[src/rtl/chtea_pkg.sv]
`timescale 1ns / 1ps

package chtea_pkg;

	localparam int CELL_W   = 16;
	localparam int ENERGY_W = 24;
	localparam int TIME_W   = 24;
	localparam int TRACK_W  = 20;
	localparam int SUM_W    = 32;
	localparam int COUNT_W  = 5;

	// input action codes
	localparam logic ACT_ADD   = 1'b0;
	localparam logic ACT_CLEAR = 1'b1;

	typedef struct packed {
		logic                action;
		logic [CELL_W-1:0]   hit_cell;
		logic [ENERGY_W-1:0] deposit_energy;
		logic [TIME_W-1:0]   point_time;
		logic [TRACK_W-1:0]  track_id;
		logic                has_track;
	} hit_t;

	typedef struct packed {
		logic               accepted;
		logic [SUM_W-1:0]   total_energy;
		logic [TIME_W-1:0]  lead_time;
		logic [COUNT_W-1:0] track_count;
		logic [SUM_W-1:0]   track_energy;
		logic               table_full;
	} res_t;

	// one table entry
	typedef struct packed {
		logic [TRACK_W-1:0] track;
		logic [SUM_W-1:0]   energy;
	} entry_t;

	typedef enum logic [2:0] {
		S_IDLE,
		S_SRCH,
		S_UPD,
		S_DONE
	} state_t;

	// saturating unsigned add
	function automatic logic [SUM_W-1:0] sat_add(input logic [SUM_W-1:0] a,
		input logic [SUM_W-1:0] b);
		logic [SUM_W:0] s;
		s = {1'b0, a} + {1'b0, b};
		return s[SUM_W] ? {SUM_W{1'b1}} : s[SUM_W-1:0];
	endfunction

endpackage

[src/rtl/chtea_hit_if.sv]
`timescale 1ns / 1ps

interface chtea_hit_if;
	import chtea_pkg::*;

	logic valid;
	logic ready;
	hit_t data;

	modport source (output valid, output data, input ready);
	modport sink (input valid, input data, output ready);
endinterface

[src/rtl/chtea_res_if.sv]
`timescale 1ns / 1ps

interface chtea_res_if;
	import chtea_pkg::*;

	logic valid;
	logic ready;
	res_t data;

	modport source (output valid, output data, input ready);
	modport sink (input valid, input data, output ready);
endinterface

[src/rtl/chtea_cfg_if.sv]
`timescale 1ns / 1ps

interface chtea_cfg_if;
	import chtea_pkg::*;

	logic              valid;
	logic              ready;
	logic [CELL_W-1:0] data;

	modport source (output valid, output data, input ready);
	modport sink (input valid, input data, output ready);
endinterface

[src/rtl/chtea_mem.sv]
`timescale 1ns / 1ps

module chtea_mem #(
	parameter int DEPTH = 16,
	parameter int IDX_W = 4
) (
	input  logic                clk,
	input  logic                we,
	input  logic [IDX_W-1:0]    waddr,
	input  chtea_pkg::entry_t   wdata,
	input  logic [IDX_W-1:0]    raddr,
	output chtea_pkg::entry_t   rdata
);
	import chtea_pkg::*;

	entry_t mem_q [DEPTH];
	entry_t rd_q;

	// single write port
	always_ff @(posedge clk) begin
		if (we) begin
			mem_q[waddr] <= wdata;
		end
	end

	// registered read port
	always_ff @(posedge clk) begin
		rd_q <= mem_q[raddr];
	end

	assign rdata = rd_q;

endmodule

[src/rtl/chtea_engine.sv]
`timescale 1ns / 1ps

module chtea_engine #(
	parameter int MAX_TRACKS = 16,
	parameter int IDX_W      = 4,
	parameter int CNT_W      = 5
) (
	input  logic                         clk,
	input  logic                         arst_n,
	input  logic [chtea_pkg::CELL_W-1:0] tower_id,
	chtea_hit_if.sink                    hit_in,
	output logic                         res_valid,
	output chtea_pkg::res_t              res_data,
	input  logic                         res_ready
);
	import chtea_pkg::*;

	localparam logic [CNT_W-1:0] CNT_MAX = CNT_W'(MAX_TRACKS);

	state_t             state_q, state_d;
	hit_t               hit_q;
	logic [SUM_W-1:0]   sum_q;
	logic [TIME_W-1:0]  time_q;
	logic [CNT_W-1:0]   used_q;
	logic [CNT_W-1:0]   scan_q;
	logic               chk_q;
	logic [IDX_W-1:0]   hit_idx_q;
	logic [SUM_W-1:0]   trk_e_q;
	logic               found_q;
	res_t               res_q;

	logic               accept;
	logic               issue;
	logic               match;
	logic               take;
	logic [SUM_W-1:0]   energy;
	logic [SUM_W-1:0]   sum_n;
	logic [SUM_W-1:0]   trk_sum;
	logic [CNT_W-1:0]   used_n;
	logic               append;
	logic               full;
	logic               mem_we;
	logic [IDX_W-1:0]   mem_waddr;
	entry_t             mem_wdata;
	entry_t             mem_rdata;

	// track table
	chtea_mem #(
		.DEPTH (MAX_TRACKS),
		.IDX_W (IDX_W)
	) u_mem (
		.clk   (clk),
		.we    (mem_we),
		.waddr (mem_waddr),
		.wdata (mem_wdata),
		.raddr (scan_q[IDX_W-1:0]),
		.rdata (mem_rdata)
	);

	assign hit_in.ready = (state_q == S_IDLE);
	assign accept       = hit_in.valid && hit_in.ready;
	assign take         = (hit_in.data.hit_cell == tower_id) &&
		(hit_in.data.deposit_energy != '0);

	// search: one read issued per cycle, previous read compared
	assign issue = (scan_q != used_q);
	assign match = chk_q && (mem_rdata.track == hit_q.track_id);

	// update datapath
	assign energy  = SUM_W'(hit_q.deposit_energy);
	assign sum_n   = sat_add(sum_q, energy);
	assign trk_sum = sat_add(trk_e_q, energy);
	assign append  = hit_q.has_track && !found_q && (used_q != CNT_MAX);
	assign full    = hit_q.has_track && !found_q && (used_q == CNT_MAX);
	assign used_n  = append ? used_q + CNT_W'(1) : used_q;

	assign mem_we    = (state_q == S_UPD) && hit_q.has_track && (found_q || append);
	assign mem_waddr = found_q ? hit_idx_q : used_q[IDX_W-1:0];
	assign mem_wdata = '{track: hit_q.track_id, energy: found_q ? trk_sum : energy};

	assign res_valid = (state_q == S_DONE);
	assign res_data  = res_q;

	// state register
	always_ff @(posedge clk or negedge arst_n) begin
		if (!arst_n) begin
			state_q <= S_IDLE;
		end else begin
			state_q <= state_d;
		end
	end

	// next state
	always_comb begin
		state_d = state_q;
		case (state_q)
			S_IDLE: begin
				if (accept) begin
					if (hit_in.data.action == ACT_CLEAR || !take) begin
						state_d = S_DONE;
					end else if (!hit_in.data.has_track || used_q == '0) begin
						state_d = S_UPD;
					end else begin
						state_d = S_SRCH;
					end
				end
			end
			S_SRCH: begin
				if (match || !issue) begin
					state_d = S_UPD;
				end
			end
			S_UPD: begin
				state_d = S_DONE;
			end
			S_DONE: begin
				if (res_ready) begin
					state_d = S_IDLE;
				end
			end
			default: begin
				state_d = S_IDLE;
			end
		endcase
	end

	// cell state
	always_ff @(posedge clk or negedge arst_n) begin
		if (!arst_n) begin
			sum_q  <= '0;
			time_q <= '0;
			used_q <= '0;
		end else if (accept && hit_in.data.action == ACT_CLEAR) begin
			sum_q  <= '0;
			time_q <= '0;
			used_q <= '0;
		end else if (state_q == S_UPD) begin
			sum_q  <= sum_n;
			used_q <= used_n;
			if (energy > sum_q) begin
				time_q <= hit_q.point_time;
			end
		end
	end

	// scan control
	always_ff @(posedge clk or negedge arst_n) begin
		if (!arst_n) begin
			scan_q  <= '0;
			chk_q   <= 1'b0;
			found_q <= 1'b0;
		end else if (accept) begin
			scan_q  <= '0;
			chk_q   <= 1'b0;
			found_q <= 1'b0;
		end else if (state_q == S_SRCH) begin
			chk_q  <= issue;
			scan_q <= issue ? scan_q + CNT_W'(1) : scan_q;
			if (match) begin
				found_q <= 1'b1;
			end
		end
	end

	// item and hit entry payload
	always_ff @(posedge clk) begin
		if (accept) begin
			hit_q <= hit_in.data;
		end
		if (state_q == S_SRCH && match) begin
			hit_idx_q <= IDX_W'(scan_q - CNT_W'(1));
			trk_e_q   <= mem_rdata.energy;
		end
	end

	// result
	always_ff @(posedge clk) begin
		if (accept) begin
			if (hit_in.data.action == ACT_CLEAR) begin
				res_q <= '0;
			end else begin
				res_q <= '{accepted: 1'b0, total_energy: sum_q, lead_time: time_q,
					track_count: COUNT_W'(used_q), track_energy: '0, table_full: 1'b0};
			end
		end else if (state_q == S_UPD) begin
			res_q.accepted     <= 1'b1;
			res_q.total_energy <= sum_n;
			res_q.lead_time    <= (energy > sum_q) ? hit_q.point_time : time_q;
			res_q.track_count  <= COUNT_W'(used_n);
			res_q.table_full   <= full;
			if (!hit_q.has_track || full) begin
				res_q.track_energy <= '0;
			end else if (found_q) begin
				res_q.track_energy <= trk_sum;
			end else begin
				res_q.track_energy <= energy;
			end
		end
	end

endmodule

[src/rtl/cell_hit_track_energy_accumulator.sv]
`timescale 1ns / 1ps
// flow: a rejected or clear item goes from accept straight to its result, a point
// without track passes the update state, a point with track first scans the tracks
// held, one entry per cycle through the single read port of the track table; a new
// item is accepted only after the engine has handed on the result of the last one
// reset: cell total, time, track count, cell number and handshakes clear at once; table
// contents are left as they are and only entries below the track count are ever read

module cell_hit_track_energy_accumulator #(
	parameter int MAX_TRACKS = 16
) (
	input logic         clk,
	input logic         arst_n,
	chtea_cfg_if.sink   cfg,
	chtea_hit_if.sink   hit_in,
	chtea_res_if.source res_out
);
	import chtea_pkg::*;

	localparam int IDX_W = (MAX_TRACKS > 1) ? $clog2(MAX_TRACKS) : 1;
	localparam int CNT_W = $clog2(MAX_TRACKS + 1);

	logic [CELL_W-1:0] tower_id_q;
	logic              res_valid;
	res_t              res_data;
	logic              res_ready;
	logic              out_valid_q;
	res_t              out_data_q;

	// cell number register
	assign cfg.ready = 1'b1;

	always_ff @(posedge clk or negedge arst_n) begin
		if (!arst_n) begin
			tower_id_q <= '0;
		end else if (cfg.valid) begin
			tower_id_q <= cfg.data;
		end
	end

	// accumulation engine
	chtea_engine #(
		.MAX_TRACKS (MAX_TRACKS),
		.IDX_W      (IDX_W),
		.CNT_W      (CNT_W)
	) u_engine (
		.clk       (clk),
		.arst_n    (arst_n),
		.tower_id  (tower_id_q),
		.hit_in    (hit_in),
		.res_valid (res_valid),
		.res_data  (res_data),
		.res_ready (res_ready)
	);

	// output register, frees the engine while a result item waits
	assign res_ready = !out_valid_q || res_out.ready;

	always_ff @(posedge clk or negedge arst_n) begin
		if (!arst_n) begin
			out_valid_q <= 1'b0;
		end else if (res_ready) begin
			out_valid_q <= res_valid;
		end
	end

	always_ff @(posedge clk) begin
		if (res_ready && res_valid) begin
			out_data_q <= res_data;
		end
	end

	assign res_out.valid = out_valid_q;
	assign res_out.data  = out_data_q;

endmodule
[src/flat_wrapper.sv]
// flat-port wrapper written by rule: the top's interface ports become plain ports
module cell_hit_track_energy_accumulator_flat import chtea_pkg::*;
#(
	parameter int MAX_TRACKS = 16
)
  (clk, arst_n, cfg_valid, cfg_data, cfg_ready, hit_in_valid, hit_in_data, hit_in_ready, res_out_valid, res_out_data, res_out_ready);
  chtea_cfg_if cfg_i ();
  chtea_hit_if hit_in_i ();
  chtea_res_if res_out_i ();
  input logic clk;
  input logic arst_n;
  input wire logic [$bits(cfg_i.valid)-1:0] cfg_valid;
  input wire logic [$bits(cfg_i.data)-1:0] cfg_data;
  output wire logic [$bits(cfg_i.ready)-1:0] cfg_ready;
  input wire logic [$bits(hit_in_i.valid)-1:0] hit_in_valid;
  input wire logic [$bits(hit_in_i.data)-1:0] hit_in_data;
  output wire logic [$bits(hit_in_i.ready)-1:0] hit_in_ready;
  output wire logic [$bits(res_out_i.valid)-1:0] res_out_valid;
  output wire logic [$bits(res_out_i.data)-1:0] res_out_data;
  input wire logic [$bits(res_out_i.ready)-1:0] res_out_ready;
  assign cfg_i.valid = cfg_valid;
  assign cfg_i.data = cfg_data;
  assign cfg_ready = cfg_i.ready;
  assign hit_in_i.valid = hit_in_valid;
  assign hit_in_i.data = hit_in_data;
  assign hit_in_ready = hit_in_i.ready;
  assign res_out_valid = res_out_i.valid;
  assign res_out_data = res_out_i.data;
  assign res_out_i.ready = res_out_ready;
  cell_hit_track_energy_accumulator #(.MAX_TRACKS(MAX_TRACKS)) u_core (.clk(clk), .arst_n(arst_n), .cfg(cfg_i), .hit_in(hit_in_i), .res_out(res_out_i));
endmodule
[config.mk]
export PLATFORM = sky130hd
export DESIGN_NAME = cell_hit_track_energy_accumulator_flat
export DESIGN_NICKNAME = d
export VERILOG_FILES = /design/src/rtl/chtea_pkg.sv /design/src/rtl/chtea_hit_if.sv /design/src/rtl/chtea_res_if.sv /design/src/rtl/chtea_cfg_if.sv /design/src/rtl/chtea_mem.sv /design/src/rtl/chtea_engine.sv /design/src/rtl/cell_hit_track_energy_accumulator.sv /design/src/flat_wrapper.sv
export SDC_FILE = /design/constraint.sdc
export NUM_CORES = 1
export LEC_CHECK = 0
export BUFFER_PORTS_ARGS = -buffer_cell sky130_fd_sc_hd__buf_2
export CAP_MARGIN = 20
export CORE_MARGIN = 4
export CORE_UTILIZATION = 40
export DETAILED_ROUTE_END_ITERATION = 16
export GPL_ROUTABILITY_DRIVEN = 0
export GPL_TIMING_DRIVEN = 0
export PLACE_DENSITY = 0.67
export SLEW_MARGIN = 10
export SYNTH_ARGS = -nofsm -noshare
export SYNTH_HDL_FRONTEND = slang
export SYNTH_HIERARCHICAL = 1
export SYNTH_SLANG_ARGS = --single-unit
[constraint.sdc]
create_clock -name clk -period 11.2 [get_ports clk]
set_input_delay 2.24 -clock clk [delete_from_list [all_inputs] [get_ports clk]]
set_output_delay 2.24 -clock clk [all_outputs]
set_load 0.005 [all_outputs]
* Word-level counts from Yosys, hierarchy flattened
Memories as Yosys holds them, arrays and structs flattened. A register that Yosys moved wholly into a read port is not among the register bits.
Cells that the tools add are included.
W data, S select, Z words.
** Cells by class
- Reductions and logical operators :: 34
- Add/subtract/negate cells :: 5
- Magnitude comparators :: 1
- Eq/ne operators :: 11
- Muxes and demuxes :: 32
** Operators with widths (count)
- $mux W32 :: 6
- $mux W95 :: 2
- $mux W94 :: 1
- $mux W24 :: 3
- $add A32 B24 Y33 :: 2
- $gt A24 B32 Y1 :: 1
- $mux W5 :: 6
- $reduce_bool A24 Y1 :: 1
- $eq A20 B20 Y1 :: 1
- $eq A16 B16 Y1 :: 1
- $pmux W3 S4 :: 1
- $logic_and A1 B1 Y1 :: 11
- $add A5 B1 Y5 const B :: 2
- $reduce_bool A2 Y1 :: 5
- $mux W3 :: 3
- $mux W1 :: 7
- $eq A3 B2 Y1 const B :: 2
- $logic_not A1 Y1 :: 6
- $logic_or A1 B1 Y1 :: 6
- $eq A5 B5 Y1 const B :: 1
- $logic_not A5 Y1 :: 1
- $ne A5 B5 Y1 :: 1
- $ne A5 B5 Y1 const B :: 1
- $mux W2 :: 2
- 8 further kinds :: 10
** Storage, ports and cells
- Memories :: 1
- RAM bits :: 832
- Output and inout port bits :: 98
- Logic and storage cells :: 111
- Bits in registers :: 383
** Memories
- u_core.u_engine.u_mem.mem_q :: words 16, bits a word 52, rd ports 1, clocked after Yosys merged registers in 1, wr ports 1, RTL line chtea_mem.sv:16 : entry_t mem_q [DEPTH];

* Depth between registers and ports, before layout
- Depth in word-level cells :: 7
- Depth in mapped cells :: 14
- Mapped depth without buffers :: 11

* Modules after synthesis
Netlist, hierarchy kept.
** By module, submodules not included
- chtea_mem :: area each 32217.1 um^2, cells each 1344, seq. area each 26025.0 um^2, instances 1
- chtea_engine :: area each 14515.2 um^2, cells each 1335, seq. area each 7757.4 um^2, instances 1
- cell_hit_track_energy_accumulator :: area each 3557.2 um^2, cells each 135, seq. area each 3278.1 um^2, instances 1

* Worst setup path after synthesis
No wires, ideal clock.
- Path kind :: register to register
- Start :: register u_core.u_engine.state_q[0]
- End :: memory u_core/u_engine/u_mem/mem_q[0][0] (netlist bit), enable pin
- Slack :: 5268 ps
- Data arrival time :: 5407 ps
- Buffers on the path :: 2
- Setup time :: 526 ps
- Cell stages (with the launch flop) :: 8
- Period minus slack after synthesis :: 5932 ps
- Path through :: dfrtp_1 -> inv_1 -> ha_1 -> clkbuf_1 -> clkbuf_1 -> and3_1 -> or3b_2 -> nor3_1
** Between the ends
- Cells in the longest elaborated chain, start to end :: 5
** RTL lines
- start, declared :: RTL line chtea_engine.sv:20 : state_t state_q, state_d;
- start signal, assigned :: RTL line chtea_engine.sv:89 : state_q <= state_d;
- $eq A3 B2 Y1 :: RTL line chtea_engine.sv:77 : assign mem_we = (state_q == S_UPD) && hit_q.has_track && (found_q || append);
- $logic_and A1 B1 Y1 (2 in series) :: RTL line chtea_engine.sv:77
- net u_core.u_engine.mem_we :: RTL line chtea_engine.sv:42 : logic mem_we;
- $mux W1 :: RTL line chtea_mem.sv:21 : if (we) begin
- $mux W1 (not written as such) :: RTL line chtea_mem.sv:22 : mem_q[waddr] <= wdata;
- end, declared :: RTL line chtea_mem.sv:16
The timed path passes the listed nets, and every way through them passes these cells.

* Final worst setup path
- Start :: register u_core.u_engine.state_q[0]
- End :: memory u_core/u_engine/u_mem/mem_q[4][47] (netlist bit), enable pin
Same word-level chain as after synthesis.

==> impl_metrics.tcl <==
set metrics [dict create \
    max_freq_ghz 0.219 \
    grt_max_degree 55 \
    post-place-ws_ps 6030 \
    holdPathStages 0 \
    worstSetupPathType "register to register" \
    power_leakage_nw 19.9 \
    cts_tree "done" \
    insertion_delay_ps 730 \
    cts_buffers 132 \
    period_minus_slack_ps 4560 \
    final_net_count 3410 \
    hold_start "u_core/u_engine/u_mem/rdata[18]$_DFF_P_" \
    nFillCells 10400 \
    syn_to_final_growth_pct 17.2 \
    antenna_found_initial 4 \
    grt_overflow_total 0 \
    multi_input_area_um2 12400 \
    cp-start-kind "register" \
    io_pins 205 \
    cap_violations 0 \
    worst_slew_pin_slew_ps 973 \
    p_sw_share_pct 29.2 \
    async_flop_share_pct 6.87 \
    rsz0062_at_grt "false" \
    syn_area_um2 50300 \
    seq_area_frac_synth_pct 73.7 \
    start_util_pct 40.5 \
    power_frac_comb_pct 23.9 \
    rows 129 \
    port_buffers 202 \
    die_w_um 363 \
    power.share.clock_pct 30.8 \
    root_buffer "clkbuf_16" \
    seq_power_share_pct 45.3 \
    finalWirelength_mm 115 \
    hp-class "register to register" \
    vias_per_cell 5.45 \
    end_kind "register" \
    drv_slew 0 \
    first_iter_violations 2628 \
    syn_area_per_cell_um2 17.9 \
    p_switching_mw 4.15 \
    vias 27100 \
    drc 0 \
    cp.arrival_ps 4980 \
    core_um2 124000 \
    cts_setup_buffers 0 \
    synthFlopType "edfxtp_1" \
    reg2reg_depth 12 \
    peakVddDrop_v 0.000116 \
    hold_viol_final 0 \
    grt_pass1_vias 27300 \
    wire_per_inst_um 23.1 \
    synth.distinct_cells 86 \
    cts_resized 0 \
    drive_above_1_share_pct 24.3 \
    reg2reg_from "u_core/u_engine/state_q[0]$_DFFE_PN0P_" \
    grt_pass1_wl_mm 172 \
    ys_ff_latch 1266 \
    antenna_left 0 \
    synth_fp_nets 3004 \
    die_h_um 363 \
    critPathMaxFanout 10 \
    ff_latch_area_um2 37100 \
    setup_viol 0 \
    p_int_mw 10.1 \
    hpwl_mm 77.8 \
    synthCells 2814 \
    grt_usage_pct 17.3 \
    final.setup_skew_ps 28.2 \
    cts_hold_buf 0 \
    status "finished clean" \
    period_share_pct 40.7 \
    rr_endpoint "u_core/u_engine/u_mem/mem_q[4][47]$_DFFE_PP_" \
    layout_setup_ws_ps 6640 \
    hold_end "u_core/u_engine/trk_e_q[18]$_DFFE_PP_" \
    clockBufferDepth 3 \
    cts_max_level 4 \
    slew_headroom_pct 34.7 \
    synth_edf_count 1127 \
    crit_required_ps 11620 \
    yosys_warnings 6 \
    die-area_um2 131000 \
    clk_pin_slew_ps 70 \
    setup_tns_ps 0 \
    first_pass_iters 5 \
    r2r_slack_ps 6640 \
    cts_sinks 1266 \
    power_density_nw_per_um2 241 \
]
[how the worst max path moves through the flow]
stage	startpoint	end	slack (ps)
2_1_floorplan	u_core/u_engine/state_q[0]$_DFFE_PN0P_	u_core/u_engine/u_mem/mem_q[0][0]$_DFFE_PP_	5270
6_report	u_core/u_engine/state_q[0]$_DFFE_PN0P_	u_core/u_engine/u_mem/mem_q[4][47]$_DFFE_PP_	6640
5_1_grt	u_core/u_engine/state_q[0]$_DFFE_PN0P_	u_core/u_engine/u_mem/mem_q[4][47]$_DFFE_PP_	6510
3_3_place_gp	u_core/u_engine/found_q$_DFFE_PN0P_	u_core/u_engine/u_mem/mem_q[8][47]$_DFFE_PP_	660
3_5_place_dp	hit_in_valid	u_core/u_engine/res_data[42]$_DFFE_PP_	6030
4_1_cts	u_core/u_engine/found_q$_DFFE_PN0P_	u_core/u_engine/u_mem/mem_q[7][2]$_DFFE_PP_	6600
[cells in the final DEF (no fill, tap or decap), types with 32 or more instances in the layout]
cell type / count
edfxtp_1: 1127
xnor2_1: 48
buf_6: 32
dfxtp_1: 52
nor2_1: 90
mux4_2: 208
inv_1: 65
buf_2: 238
nand2_1: 148
dfrtp_1: 87
o21ai_0: 100
clkbuf_1: 107
nand3_1: 49
a21oi_1: 133
xor2_1: 43
a22oi_1: 104
ha_1: 81
clkbuf_16: 136
[worst max-delay path: stages, from the launching register on]
cell and delay, ps:
dfrtp_1 430, inv_1 120, ha_1 150, clkbuf_1 440
clkbuf_1 500, and3_1 430, nand3b_1 350, nor3_2 740
buf_4 300, buf_4 190, buf_4 220, buf_4 200
buf_4 170
[power by group through the flow]
stage	registers (mW)	clock network (mW)	logic (mW)
2_1_floorplan	6.45	0	2.32
3_5_place_dp	6.54	0	3.39
3_3_place_gp	6.60	0	3.25
5_1_grt	6.50	4.68	3.72
4_1_cts	6.45	4.47	3.41
6_report	6.44	4.38	3.40
[Yosys cell counts (43+ instances only)]
| cell | instances | area share, % |
|---|---|---|
| edfxtp_1 | 1127 | 67 |
| mux4_2 | 208 | 9.3 |
| nand2_1 | 148 | 1.1 |
| a21oi_1 | 134 | 1.3 |
| a22oi_1 | 104 | 1.6 |
| nor2_1 | 104 | 0.78 |
| o21ai_0 | 101 | 1.0 |
| dfrtp_1 | 87 | 4.3 |
| ha_1 | 81 | 2.0 |
| clkbuf_1 | 76 | 0.57 |
| inv_1 | 65 | 0.49 |
| dfxtp_1 | 52 | 2.1 |
| nand3_1 | 49 | 0.49 |
| xnor2_1 | 48 | 0.84 |
| xor2_1 | 43 | 0.75 |
[layer usage]
layer	vias up	routed length, µm	global-route usage [%]
met4	0	2530	4.80
met5	-	0	0
met1	13900	48700	23.8
met3	158	7990	3.32
li1	12000	-	-
met2	1029	55700	28.4
[sequential cells by signal (all words and copies together) (netlist names), 2 cells and up]
register and flops:
u_core/u_engine/u_mem/rdata 52, u_core/u_engine/scan_q 5, u_core/u_engine/trk_e_q 32, u_core/res_out.data 95, u_core/u_engine/hit_q 45, u_core/u_engine/sum_q 32
u_core/u_engine/used_q 5, u_core/u_engine/time_q 24, u_core/u_engine/u_mem/mem_q 832, u_core/u_engine/energy 24, u_core/tower_id_q 16, u_core/u_engine/res_data 95
u_core/u_engine/hit_idx_q 4, u_core/u_engine/state_q 2
[cell families (layout without fill, tap and decap cells)]
kind of cell / count (synthesis) / count (layout) / share of synthesized area (%)
other cells: 1 / 2 / 0.00746
xor+xnor: 91 / 91 / 1.58
mux: 231 / 231 / 9.89
buf+inv: 208 / 723 / 2.01
compound gates: 476 / 476 / 6.31
fa+ha+maj: 83 / 83 / 2.09
flops: 1266 / 1266 / 73.7
simple gates: 458 / 458 / 4.41
[layout make-up]
| type | instances | share of cell area, % |
|---|---|---|
| Inverter | 68 | 0.433 |
| Timing Repair Buffer | 272 | 3.43 |
| Buffer | 140 | 1.28 |
| Multi-Input combinational cell | 1340 | 21.1 |
| Sequential cell | 1266 | 62.9 |
| Tap cell | 1637 | 3.47 |
| Clock buffer | 176 | 6.16 |
| Antenna cell | 1 | 0.00425 |
| Clock inverter | 67 | 1.27 |
[metrics by stage]
step / util (%) / hold WS, ps / instances / cell area, µm² / power (mW)
floorplan: - / 386 / 2814 / 50300 / 8.77
global placement: 42.9 / 386 / 4653 / 53300 / 9.85
detailed placement: 43.9 / 389 / 4721 / 54500 / 9.93
CTS: 47.4 / 401 / 4964 / 58900 / 14.3
global route: 47.4 / 402 / 4966 / 58900 / 14.9
finish: 47.4 / 399 / 4967 / 58900 / 14.2
(Power assumes the default switching activity.)
